### src/design/rrmt_pkg.sv
// Shared types and constants for the register range map table.
`timescale 1ns / 1ps

package rrmt_pkg;

  localparam int unsigned RegionsPerKindDef = 8;
  localparam int unsigned TagBitsDef        = 8;
  localparam int unsigned KindCount         = 4;
  localparam int unsigned KindW             = 2;
  localparam int unsigned AddrW             = 16;
  localparam int unsigned PortTagW          = 8;
  localparam int unsigned IndexW            = 3;

  typedef enum logic [1:0] {
    StOk      = 2'd0,
    StInvalid = 2'd1,
    StFull    = 2'd2
  } status_e;

  typedef enum logic {
    OpAdd    = 1'b0,
    OpLookup = 1'b1
  } op_e;

  // Control that travels with the token along the cell chain.
  typedef struct packed {
    logic valid;
    op_e  op;
    logic done;
    logic hit;
  } ctl_t;

endpackage

### src/design/rrmt_cell.sv
// One chain cell: holds one region slot of every kind and services the passing token.
`timescale 1ns / 1ps

module rrmt_cell #(
  parameter int unsigned IW = 3,
  parameter int unsigned FW = 4,
  parameter int unsigned TW = 8
) (
  input  logic                        clk_i,
  input  logic                        rst_ni,
  input  rrmt_pkg::ctl_t              ctl_i,
  input  logic [rrmt_pkg::KindW-1:0]  kind_i,
  input  logic [rrmt_pkg::AddrW-1:0]  addr_i,
  input  logic [rrmt_pkg::AddrW-1:0]  end_i,
  input  logic [TW-1:0]               tag_i,
  input  logic [FW-1:0]               fill_i,
  input  logic [IW-1:0]               pos_i,
  output rrmt_pkg::ctl_t              ctl_o,
  output logic [rrmt_pkg::KindW-1:0]  kind_o,
  output logic [rrmt_pkg::AddrW-1:0]  addr_o,
  output logic [rrmt_pkg::AddrW-1:0]  end_o,
  output logic [TW-1:0]               tag_o,
  output logic [FW-1:0]               fill_o,
  output logic [IW-1:0]               pos_o
);
  import rrmt_pkg::*;

  logic [AddrW-1:0] start_q [KindCount];
  logic [AddrW-1:0] end_q   [KindCount];
  logic [TW-1:0]    tag_q   [KindCount];

  ctl_t             ctl_d, ctl_q;
  logic [TW-1:0]    tag_d, tag_q_out;
  logic [IW-1:0]    pos_d, pos_q;
  logic [KindW-1:0] kind_q;
  logic [AddrW-1:0] addr_q, endp_q;
  logic [FW-1:0]    fill_q;

  logic active, at_fill, match, wr_en;

  assign active  = ctl_i.valid && !ctl_i.done;
  // Token reaches the first unused slot: append point for an add, end of scan for a lookup.
  assign at_fill = (FW'(pos_i) == fill_i);
  assign match   = (addr_i >= start_q[kind_i]) && (addr_i <= end_q[kind_i]);
  assign wr_en   = active && at_fill && (ctl_i.op == OpAdd);

  always_comb begin
    ctl_d = ctl_i;
    tag_d = tag_i;
    if (active) begin
      if (at_fill) begin
        ctl_d.done = 1'b1;
      end else if (ctl_i.op == OpLookup && match) begin
        ctl_d.done = 1'b1;
        ctl_d.hit  = 1'b1;
        tag_d      = tag_q[kind_i];
      end
    end
    // Index freezes once the token is done.
    pos_d = ctl_d.done ? pos_i : IW'(pos_i + 1'b1);
  end

  always_ff @(posedge clk_i or negedge rst_ni) begin
    if (!rst_ni) begin
      ctl_q <= '0;
    end else begin
      ctl_q <= ctl_d;
    end
  end

  always_ff @(posedge clk_i) begin
    kind_q    <= kind_i;
    addr_q    <= addr_i;
    endp_q    <= end_i;
    tag_q_out <= tag_d;
    fill_q    <= fill_i;
    pos_q     <= pos_d;
  end

  always_ff @(posedge clk_i) begin
    if (wr_en) begin
      start_q[kind_i] <= addr_i;
      end_q[kind_i]   <= end_i;
      tag_q[kind_i]   <= tag_i;
    end
  end

  assign ctl_o  = ctl_q;
  assign kind_o = kind_q;
  assign addr_o = addr_q;
  assign end_o  = endp_q;
  assign tag_o  = tag_q_out;
  assign fill_o = fill_q;
  assign pos_o  = pos_q;

endmodule

### src/design/register_range_map_table.sv
// Flow: a refused add reports in the cycle after the transfer; any other item walks the
// cell chain, one cell per cycle, through every cell register and then the result register.
// Occupancy: one item in flight; busy_o stays high from the launch of a chained item until
// its token leaves the chain end, so the chain length sets the rate.
// Reset: rst_ni clears fill counts and control; region slots hold nothing until written.
// Results are shown for one cycle on valid_o; the receiver cannot stall.
`timescale 1ns / 1ps

module register_range_map_table #(
  parameter int unsigned REGIONS_PER_KIND = rrmt_pkg::RegionsPerKindDef,
  parameter int unsigned TAG_BITS         = rrmt_pkg::TagBitsDef
) (
  input  logic                           clk_i,
  input  logic                           rst_ni,
  input  logic                           start_i,
  output logic                           busy_o,
  input  logic                           op_i,
  input  logic [rrmt_pkg::KindW-1:0]     reg_kind_i,
  input  logic [rrmt_pkg::AddrW-1:0]     address_i,
  input  logic [rrmt_pkg::AddrW-1:0]     reg_count_i,
  input  logic [rrmt_pkg::PortTagW-1:0]  handler_tag_i,
  output logic                           valid_o,
  output logic [1:0]                     status_o,
  output logic                           hit_o,
  output logic [rrmt_pkg::IndexW-1:0]    region_index_o,
  output logic [rrmt_pkg::PortTagW-1:0]  found_tag_o
);
  import rrmt_pkg::*;

  localparam int unsigned R  = REGIONS_PER_KIND;
  localparam int unsigned IW = (R > 1) ? $clog2(R) : 1;
  localparam int unsigned FW = $clog2(R + 1);
  localparam int unsigned TW = TAG_BITS;
  localparam logic [PortTagW-1:0] TagMask =
    (TAG_BITS >= PortTagW) ? {PortTagW{1'b1}} : PortTagW'((1 << TAG_BITS) - 1);

  ctl_t             ctl_c  [R+1];
  logic [KindW-1:0] kind_c [R+1];
  logic [AddrW-1:0] addr_c [R+1];
  logic [AddrW-1:0] end_c  [R+1];
  logic [TW-1:0]    tag_c  [R+1];
  logic [FW-1:0]    fill_c [R+1];
  logic [IW-1:0]    pos_c  [R+1];

  logic [FW-1:0]   fill_q [KindCount];
  logic            busy_q;
  logic            valid_q, hit_q;
  status_e         status_q;
  logic [IndexW-1:0]   index_q;
  logic [PortTagW-1:0] found_q;

  logic                accept, is_add, bad_arg, full, refused, launch;
  logic [PortTagW-1:0] tag_masked;
  logic [FW-1:0]       fill_sel;

  assign accept     = start_i && !busy_q;
  assign is_add     = (op_e'(op_i) == OpAdd);
  assign tag_masked = handler_tag_i & TagMask;
  assign fill_sel   = fill_q[reg_kind_i];
  assign bad_arg    = (address_i == '0) || (reg_count_i == '0) || (tag_masked == '0);
  assign full       = (fill_sel >= FW'(R));
  assign refused    = is_add && (bad_arg || full);
  assign launch     = accept && !refused;

  // Chain head.
  assign ctl_c[0]  = '{valid: launch, op: op_e'(op_i), done: 1'b0, hit: 1'b0};
  assign kind_c[0] = reg_kind_i;
  assign addr_c[0] = address_i;
  assign end_c[0]  = AddrW'(address_i + reg_count_i - 1'b1);
  assign tag_c[0]  = TW'(tag_masked);
  assign fill_c[0] = fill_sel;
  assign pos_c[0]  = '0;

  for (genvar i = 0; i < R; i++) begin : g_cell
    rrmt_cell #(
      .IW(IW),
      .FW(FW),
      .TW(TW)
    ) u_cell (
      .clk_i  (clk_i),
      .rst_ni (rst_ni),
      .ctl_i  (ctl_c[i]),
      .kind_i (kind_c[i]),
      .addr_i (addr_c[i]),
      .end_i  (end_c[i]),
      .tag_i  (tag_c[i]),
      .fill_i (fill_c[i]),
      .pos_i  (pos_c[i]),
      .ctl_o  (ctl_c[i+1]),
      .kind_o (kind_c[i+1]),
      .addr_o (addr_c[i+1]),
      .end_o  (end_c[i+1]),
      .tag_o  (tag_c[i+1]),
      .fill_o (fill_c[i+1]),
      .pos_o  (pos_c[i+1])
    );
  end

  always_ff @(posedge clk_i or negedge rst_ni) begin
    if (!rst_ni) begin
      busy_q  <= 1'b0;
      valid_q <= 1'b0;
      for (int k = 0; k < KindCount; k++) begin
        fill_q[k] <= '0;
      end
    end else begin
      if (launch) begin
        busy_q <= 1'b1;
        if (is_add) begin
          fill_q[reg_kind_i] <= FW'(fill_sel + 1'b1);
        end
      end else if (ctl_c[R].valid) begin
        busy_q <= 1'b0;
      end
      valid_q <= (accept && refused) || ctl_c[R].valid;
    end
  end

  // Result payload; a token still not done at the chain end is a lookup miss.
  always_ff @(posedge clk_i) begin
    if (accept && refused) begin
      status_q <= bad_arg ? StInvalid : StFull;
      hit_q    <= 1'b0;
      index_q  <= '0;
      found_q  <= '0;
    end else if (ctl_c[R].valid) begin
      status_q <= StOk;
      hit_q    <= ctl_c[R].hit;
      if (ctl_c[R].hit) begin
        index_q <= IndexW'(pos_c[R]);
        found_q <= PortTagW'(tag_c[R]);
      end else if (ctl_c[R].op == OpAdd) begin
        index_q <= IndexW'(pos_c[R]);
        found_q <= '0;
      end else begin
        index_q <= '0;
        found_q <= '0;
      end
    end
  end

  assign busy_o         = busy_q;
  assign valid_o        = valid_q;
  assign status_o       = status_q;
  assign hit_o          = hit_q;
  assign region_index_o = index_q;
  assign found_tag_o    = found_q;

  logic [R-1:0] tok_valid;
  for (genvar j = 0; j < R; j++) begin : g_tok
    assign tok_valid[j] = ctl_c[j+1].valid;
  end

  a_one_token : assert property (@(posedge clk_i) disable iff (!rst_ni)
    $onehot0(tok_valid))
    else $error("more than one token in the cell chain");

  a_token_busy : assert property (@(posedge clk_i) disable iff (!rst_ni)
    (tok_valid != '0) |-> busy_q)
    else $error("token in chain while not busy");

  a_refused_reports : assert property (@(posedge clk_i) disable iff (!rst_ni)
    (accept && refused) |=> (valid_o && status_o != StOk && !hit_o))
    else $error("refused add did not report next cycle");

  a_hit_tag : assert property (@(posedge clk_i) disable iff (!rst_ni)
    (valid_o && hit_o) |-> (found_tag_o != '0 && status_o == StOk))
    else $error("lookup hit with empty tag");

endmodule
### config.mk
export PLATFORM = sky130hd
export DESIGN_NAME = register_range_map_table
export DESIGN_NICKNAME = d
export VERILOG_FILES = /design/src/design/rrmt_pkg.sv /design/src/design/rrmt_cell.sv /design/src/design/register_range_map_table.sv
export SDC_FILE = /design/constraint.sdc
export NUM_CORES = 2
export LEC_CHECK = 0
export BUFFER_PORTS_ARGS = -buffer_cell sky130_fd_sc_hd__clkbuf_2
export CAP_MARGIN = 20
export CORE_UTILIZATION = 30
export DETAILED_ROUTE_END_ITERATION = 10
export PLACE_DENSITY = 0.5
export SYNTH_ARGS = -nofsm -noshare
export SYNTH_HDL_FRONTEND = slang
export SYNTH_HIERARCHICAL = 1
export SYNTH_SLANG_ARGS = --single-unit
### constraint.sdc
create_clock -name clk_i -period 5.9 [get_ports clk_i]
set_input_delay 1.18 -clock clk_i [delete_from_list [all_inputs] [get_ports clk_i]]
set_output_delay 1.18 -clock clk_i [all_outputs]
set_load 0.03 [all_outputs]
==> After elaboration in Yosys (flattened, before gate mapping) <==
Memory sizes are Yosys's and may differ from the RTL's. A register that Yosys moved wholly into a read port is not among the register bits.
Index checks and enable logic that the tools add are counted.
Widths: inputs -> output; s select.
{ "classes": {"n_addsub": 10, "bitwise": 9, "n_reduce_logical": 64, "mux": 94, "n_lt_le_gt_ge": 19, "n_eq_ne": 7} }
{ "op_table": {"columns": ["op", "count"], "rows": [
  ["$mux 8", 25],
  ["$ge 16x16->1", 8],
  ["$le 16x16->1", 8],
  ["$logic_and 1x1->1", 44],
  ["$mux 2", 19],
  ["$mux 1", 35],
  ["$logic_not 16->1", 2],
  ["$eq 3x4->1", 7],
  ["$mux 3", 9],
  ["$add 3x1->3 const B", 7],
  ["$add 16x16->16", 1],
  ["$bwmux 16", 1],
  ["$sub 16x1->16 const B", 1],
  ["$mux 4", 3],
  ["$logic_not 1->1", 9],
  ["$bmux 4 s2", 1],
  ["$demux 4 s2", 1],
  ["$logic_not 8->1", 1],
  ["$not 1->1", 8],
  ["$add 4x1->4 const B", 1],
  ["$ge 4x4->1 const B", 1],
  ["$logic_not 4->1", 1],
  ["$logic_or 1x1->1", 4],
  ["$reduce_bool 2->1", 2],
  ["4 further kinds", 4]
]} }
{ "totals": {"n_memories": 24, "reg_bits": 417, "mem_bits_rw": 1280, "output_inout_bits": 16, "elab_cells": 312, "in_bits": 46} }
{ "memory_table": {"columns": ["memory", "words", "width", "rd", "rd_clocked_by_memory_dff", "wr", "line_no", "rtl"], "rows": [
  ["g_cell[0].u_cell.end_q", 4, 16, 1, 0, 1, "rrmt_cell.sv:29", "logic [AddrW-1:0] end_q [KindCount];"],
  ["g_cell[0].u_cell.start_q", 4, 16, 1, 0, 1, "rrmt_cell.sv:28", "logic [AddrW-1:0] start_q [KindCount];"],
  ["g_cell[1].u_cell.end_q", 4, 16, 1, 1, 1, "rrmt_cell.sv:29", null],
  ["g_cell[1].u_cell.start_q", 4, 16, 1, 1, 1, "rrmt_cell.sv:28", null],
  ["g_cell[2].u_cell.end_q", 4, 16, 1, 1, 1, "rrmt_cell.sv:29", null],
  ["g_cell[2].u_cell.start_q", 4, 16, 1, 1, 1, "rrmt_cell.sv:28", null],
  ["+18 memories", null, null, null, null, null, null, null]
]} }

==> Logic depth before layout (Yosys ltp) <==
{ "depth": {"depth_word": 13, "mapped_depth": 13, "ltp_nobuf": 10} }

==> Modules after synthesis <==
Netlist, hierarchy kept.
{ "by_module_without_submodules": {"columns": ["module", "cells_per_inst", "n_inst", "area_per_inst_um2"], "rows": [
  ["rrmt_cell (g_cell[0].u_cell ...)", 404, 4, 7916.3],
  ["rrmt_cell (g_cell[1].u_cell ...)", 401, 2, 7886.3],
  ["rrmt_cell (g_cell[7].u_cell)", 403, 1, 7900.1],
  ["rrmt_cell (g_cell[5].u_cell)", 404, 1, 7885.1],
  ["register_range_map_table", 299, 1, 2625.0]
]} }

==> Worst setup path after synthesis <==
Ideal clock, no wire load.
{ "synth_path": {"kind": "input-to-reg", "start": "input port reg_kind_i[0] in the netlist's numbering", "end": "memory g_cell[0].u_cell.end_q[0][0] (enable)", "setup_time_ns": 0.487, "t_arrival_ns": 5.677, "n_path_buf": 1, "setup_slack_ns": -0.264, "stages": 7, "path_cell_list": "buf_6 -> mux4_1 -> xor2_1 -> nor4_1 -> nand2_1 -> or3_1 -> nor3_1"} }
{ "synth_rtl": {"columns": ["element", "line_no", "rtl"], "rows": [
  ["from (decl)", "register_range_map_table.sv:18", "input logic [rrmt_pkg::KindW-1:0] reg_kind_i,"],
  ["to (decl)", "rrmt_cell.sv:29", null]
]} }

==> flow_summary.json <==
{
  "cts_buffer_depth": 3,
  "ctsResizeCount": 0,
  "min_path_type": "register to register",
  "clock_latency_ns": 0.78,
  "cts_setup_buffers": 0,
  "boundaryPins": 62,
  "critPathMaxFanout": 16,
  "ir_worst_vdd_mv": 0.316,
  "via_per_inst": 4.56,
  "most-common-layout-cells": "edfxtp_1 (1282), dfxtp_1 (352), inv_1 (325), mux4_2 (321), ha_1 (295)",
  "grt_setup_unrepaired": "no",
  "critPathMaxStageDelay_ns": 0.71,
  "die-area_mm2": 0.219,
  "nets": 4062,
  "post_drt_wl_per_cell_um": 20.8,
  "status": "finished, final reports clean",
  "routabilityCongestion": 0.743,
  "path_clk_slew_ns": 0.06,
  "hold_violations": 0,
  "htreeDepth": 4,
  "antenna_left": 0,
  "p_total_mw": 27.4,
  "grt_pass1_vias": 32400,
  "power_frac_comb_pct": 6.8,
  "maxSlewViolCount": 0,
  "power_density_mw_per_mm2": 365,
  "antenna_found_initial": 4,
  "setup_viol": 0,
  "fin_ws_ns": 1.56,
  "core-area_mm2": 0.215,
  "fin_crit_sh_pct": 73.6,
  "worst_slew_pin_slew_ns": 1.05,
  "avgSynthCellArea_um2": 18.7,
  "drt-total-wl_mm": 139,
  "initial_core_util_pct": 30.3,
  "postLayoutCoreUtil_pct": 34.9,
  "seq_area_mm2": 0.0471,
  "multi_input_area_mm2": 0.0166,
  "p_seq_share_pct": 53.6,
  "vias": 30600,
  "critPathCaptureType": "register",
  "cts_made_buffers": 171,
  "p_switching_mw": 6.44,
  "worstPathCellList": "buf_4 > mux4_2 > ha_1 > nand2b_1 > a2111oi_0 > nor4_1 > nor3b_1 > buf_4 > or4_4 > mux2_4",
  "crit_type": "register to register",
  "arrival_ns": 5.00,
  "slew_headroom_pct": 30.1,
  "dp_slack_ns": 0.942,
  "cts_root_buffer": "clkbuf_16",
  "final_common_cell": "edfxtp_1",
  "fin_tns_setup_ns": 0,
  "firstDrtPassIters": 5,
  "die_y_um": 468,
  "syn_to_final_growth_pct": 15.5,
  "yosys_warnings": 6,
  "drc": 0,
  "grt_use_total_pct": 12.8,
  "drv_cap": 0,
  "die_w_um": 468,
  "first_iter_violations": 1929,
  "required_ns": 6.56,
  "grt_max_degree": 50,
  "synthCells": 3485,
  "ctsHoldBuffers": 0,
  "swShare_pct": 23.5,
  "max_freq_mhz": 230,
  "skew_ns": 0.0291,
  "p_leak_nw": 26.6,
  "syn_area_mm2": 0.0651,
  "grt.overflow.total": 0,
  "portBuffers": 61,
  "fillCellCount": 20200,
  "drive_above_1_share_pct": 22.8,
  "grt_pass1_wl_mm": 209,
  "cts.sinks": 1697,
  "final.min_clock_period_ns": 4.34,
  "start_kind": "register",
  "cts_tree": "done",
  "row_count": 170,
  "whs_ns": 0.357,
  "critical_path.slowest_cell": "dfxtp_2",
  "pwr-share-clk_pct": 39.7,
  "p_int_mw": 21.0,
  "critical_path.most_common_cell": "buf_4",
  "dp_hpwl_mm": 91.5
}
-- state kept, by name, summed over array words and instances (netlist names) --
name and count:
status_o 2, found_tag_o 8, busy_o 1, valid_o 1, g_cell.u_cell/pos_o 24, g_cell.u_cell/tag_q 256
fill_q 16, g_cell.u_cell/kind_o 14, hit_o 1, g_cell.u_cell/ctl_o 31, g_cell.u_cell/addr_o 112, region_index_o 3
g_cell.u_cell/fill_o 28, g_cell.u_cell/tag_o 64, g_cell.u_cell/end_o 112, g_cell.u_cell/end_q 512, g_cell.u_cell/start_q 512
-- metrics by stage --
step,area [um2],instances
after floorplan,65100,3497
after global routing,75100,6709
final,75100,6711
after detailed placement,69400,6385
after global placement,69400,6384
after CTS,75100,6708
-- power groups by stage --
| stage | Combinational (mW) | Clock, mW | Sequential, mW |
|---|---|---|---|
| after floorplan | 1.30 | 0 | 14.5 |
| final | 1.85 | 10.9 | 14.7 |
| after detailed placement | 1.88 | 0 | 15.0 |
| after CTS | 1.89 | 11.2 | 14.7 |
| after global placement | 1.87 | 0 | 15.0 |
| after global routing | 2.08 | 11.7 | 14.8 |
-- layer usage --
metal	vias to the layer above	GRT usage [%]	routed length [um]
met5	-	0	0
met4	0	3.07	2500
met3	181	2.23	4710
met2	436	21.7	68400
met1	15900	17.1	63800
li1	14100	-	-
-- critical path: cells and delay by family (launching register included) --
family,cells,cell delay (ns)
buf+inv,2,0.68
compound gates,1,0.69
mux,2,0.88
fa+ha+maj,1,0.27
flops,1,0.71
simple gates,4,0.95
-- final timing paths --
check                                              startpoint                                  end  slack, ns  depth (start not counted)
max in group asynchronous                              rst_ni  g_cell[6].u_cell/ctl_o[0]$_DFF_PN0_       4.84                          2
hold / removal             g_cell[5].u_cell/fill_o[3]$_DFF_P_   g_cell[6].u_cell/fill_o[3]$_DFF_P_       0.36                          0
setup reg to reg           g_cell[3].u_cell/kind_o[0]$_DFF_P_    g_cell[4].u_cell/tag_o[1]$_DFF_P_       1.56                         10
hold reg to reg            g_cell[5].u_cell/fill_o[3]$_DFF_P_   g_cell[6].u_cell/fill_o[3]$_DFF_P_       0.36                          0
setup / recovery           g_cell[3].u_cell/kind_o[0]$_DFF_P_    g_cell[4].u_cell/tag_o[1]$_DFF_P_       1.56                         10
min in group asynchronous                              rst_ni                    valid_o$_DFF_PN0_       0.52                          2
-- area by class of cell --
class | count | area share [%]
Multi-Input combinational cell | 1383 | 22.1
Sequential cell | 1697 | 62.6
Timing Repair Buffer | 142 | 1.29
Clock inverter | 63 | 0.959
Antenna cell | 3 | 0.00999
Tap cell | 2838 | 4.73
Inverter | 325 | 1.62
Clock buffer | 260 | 6.65
No activity file was read; power rests on OpenSTA's default activity.
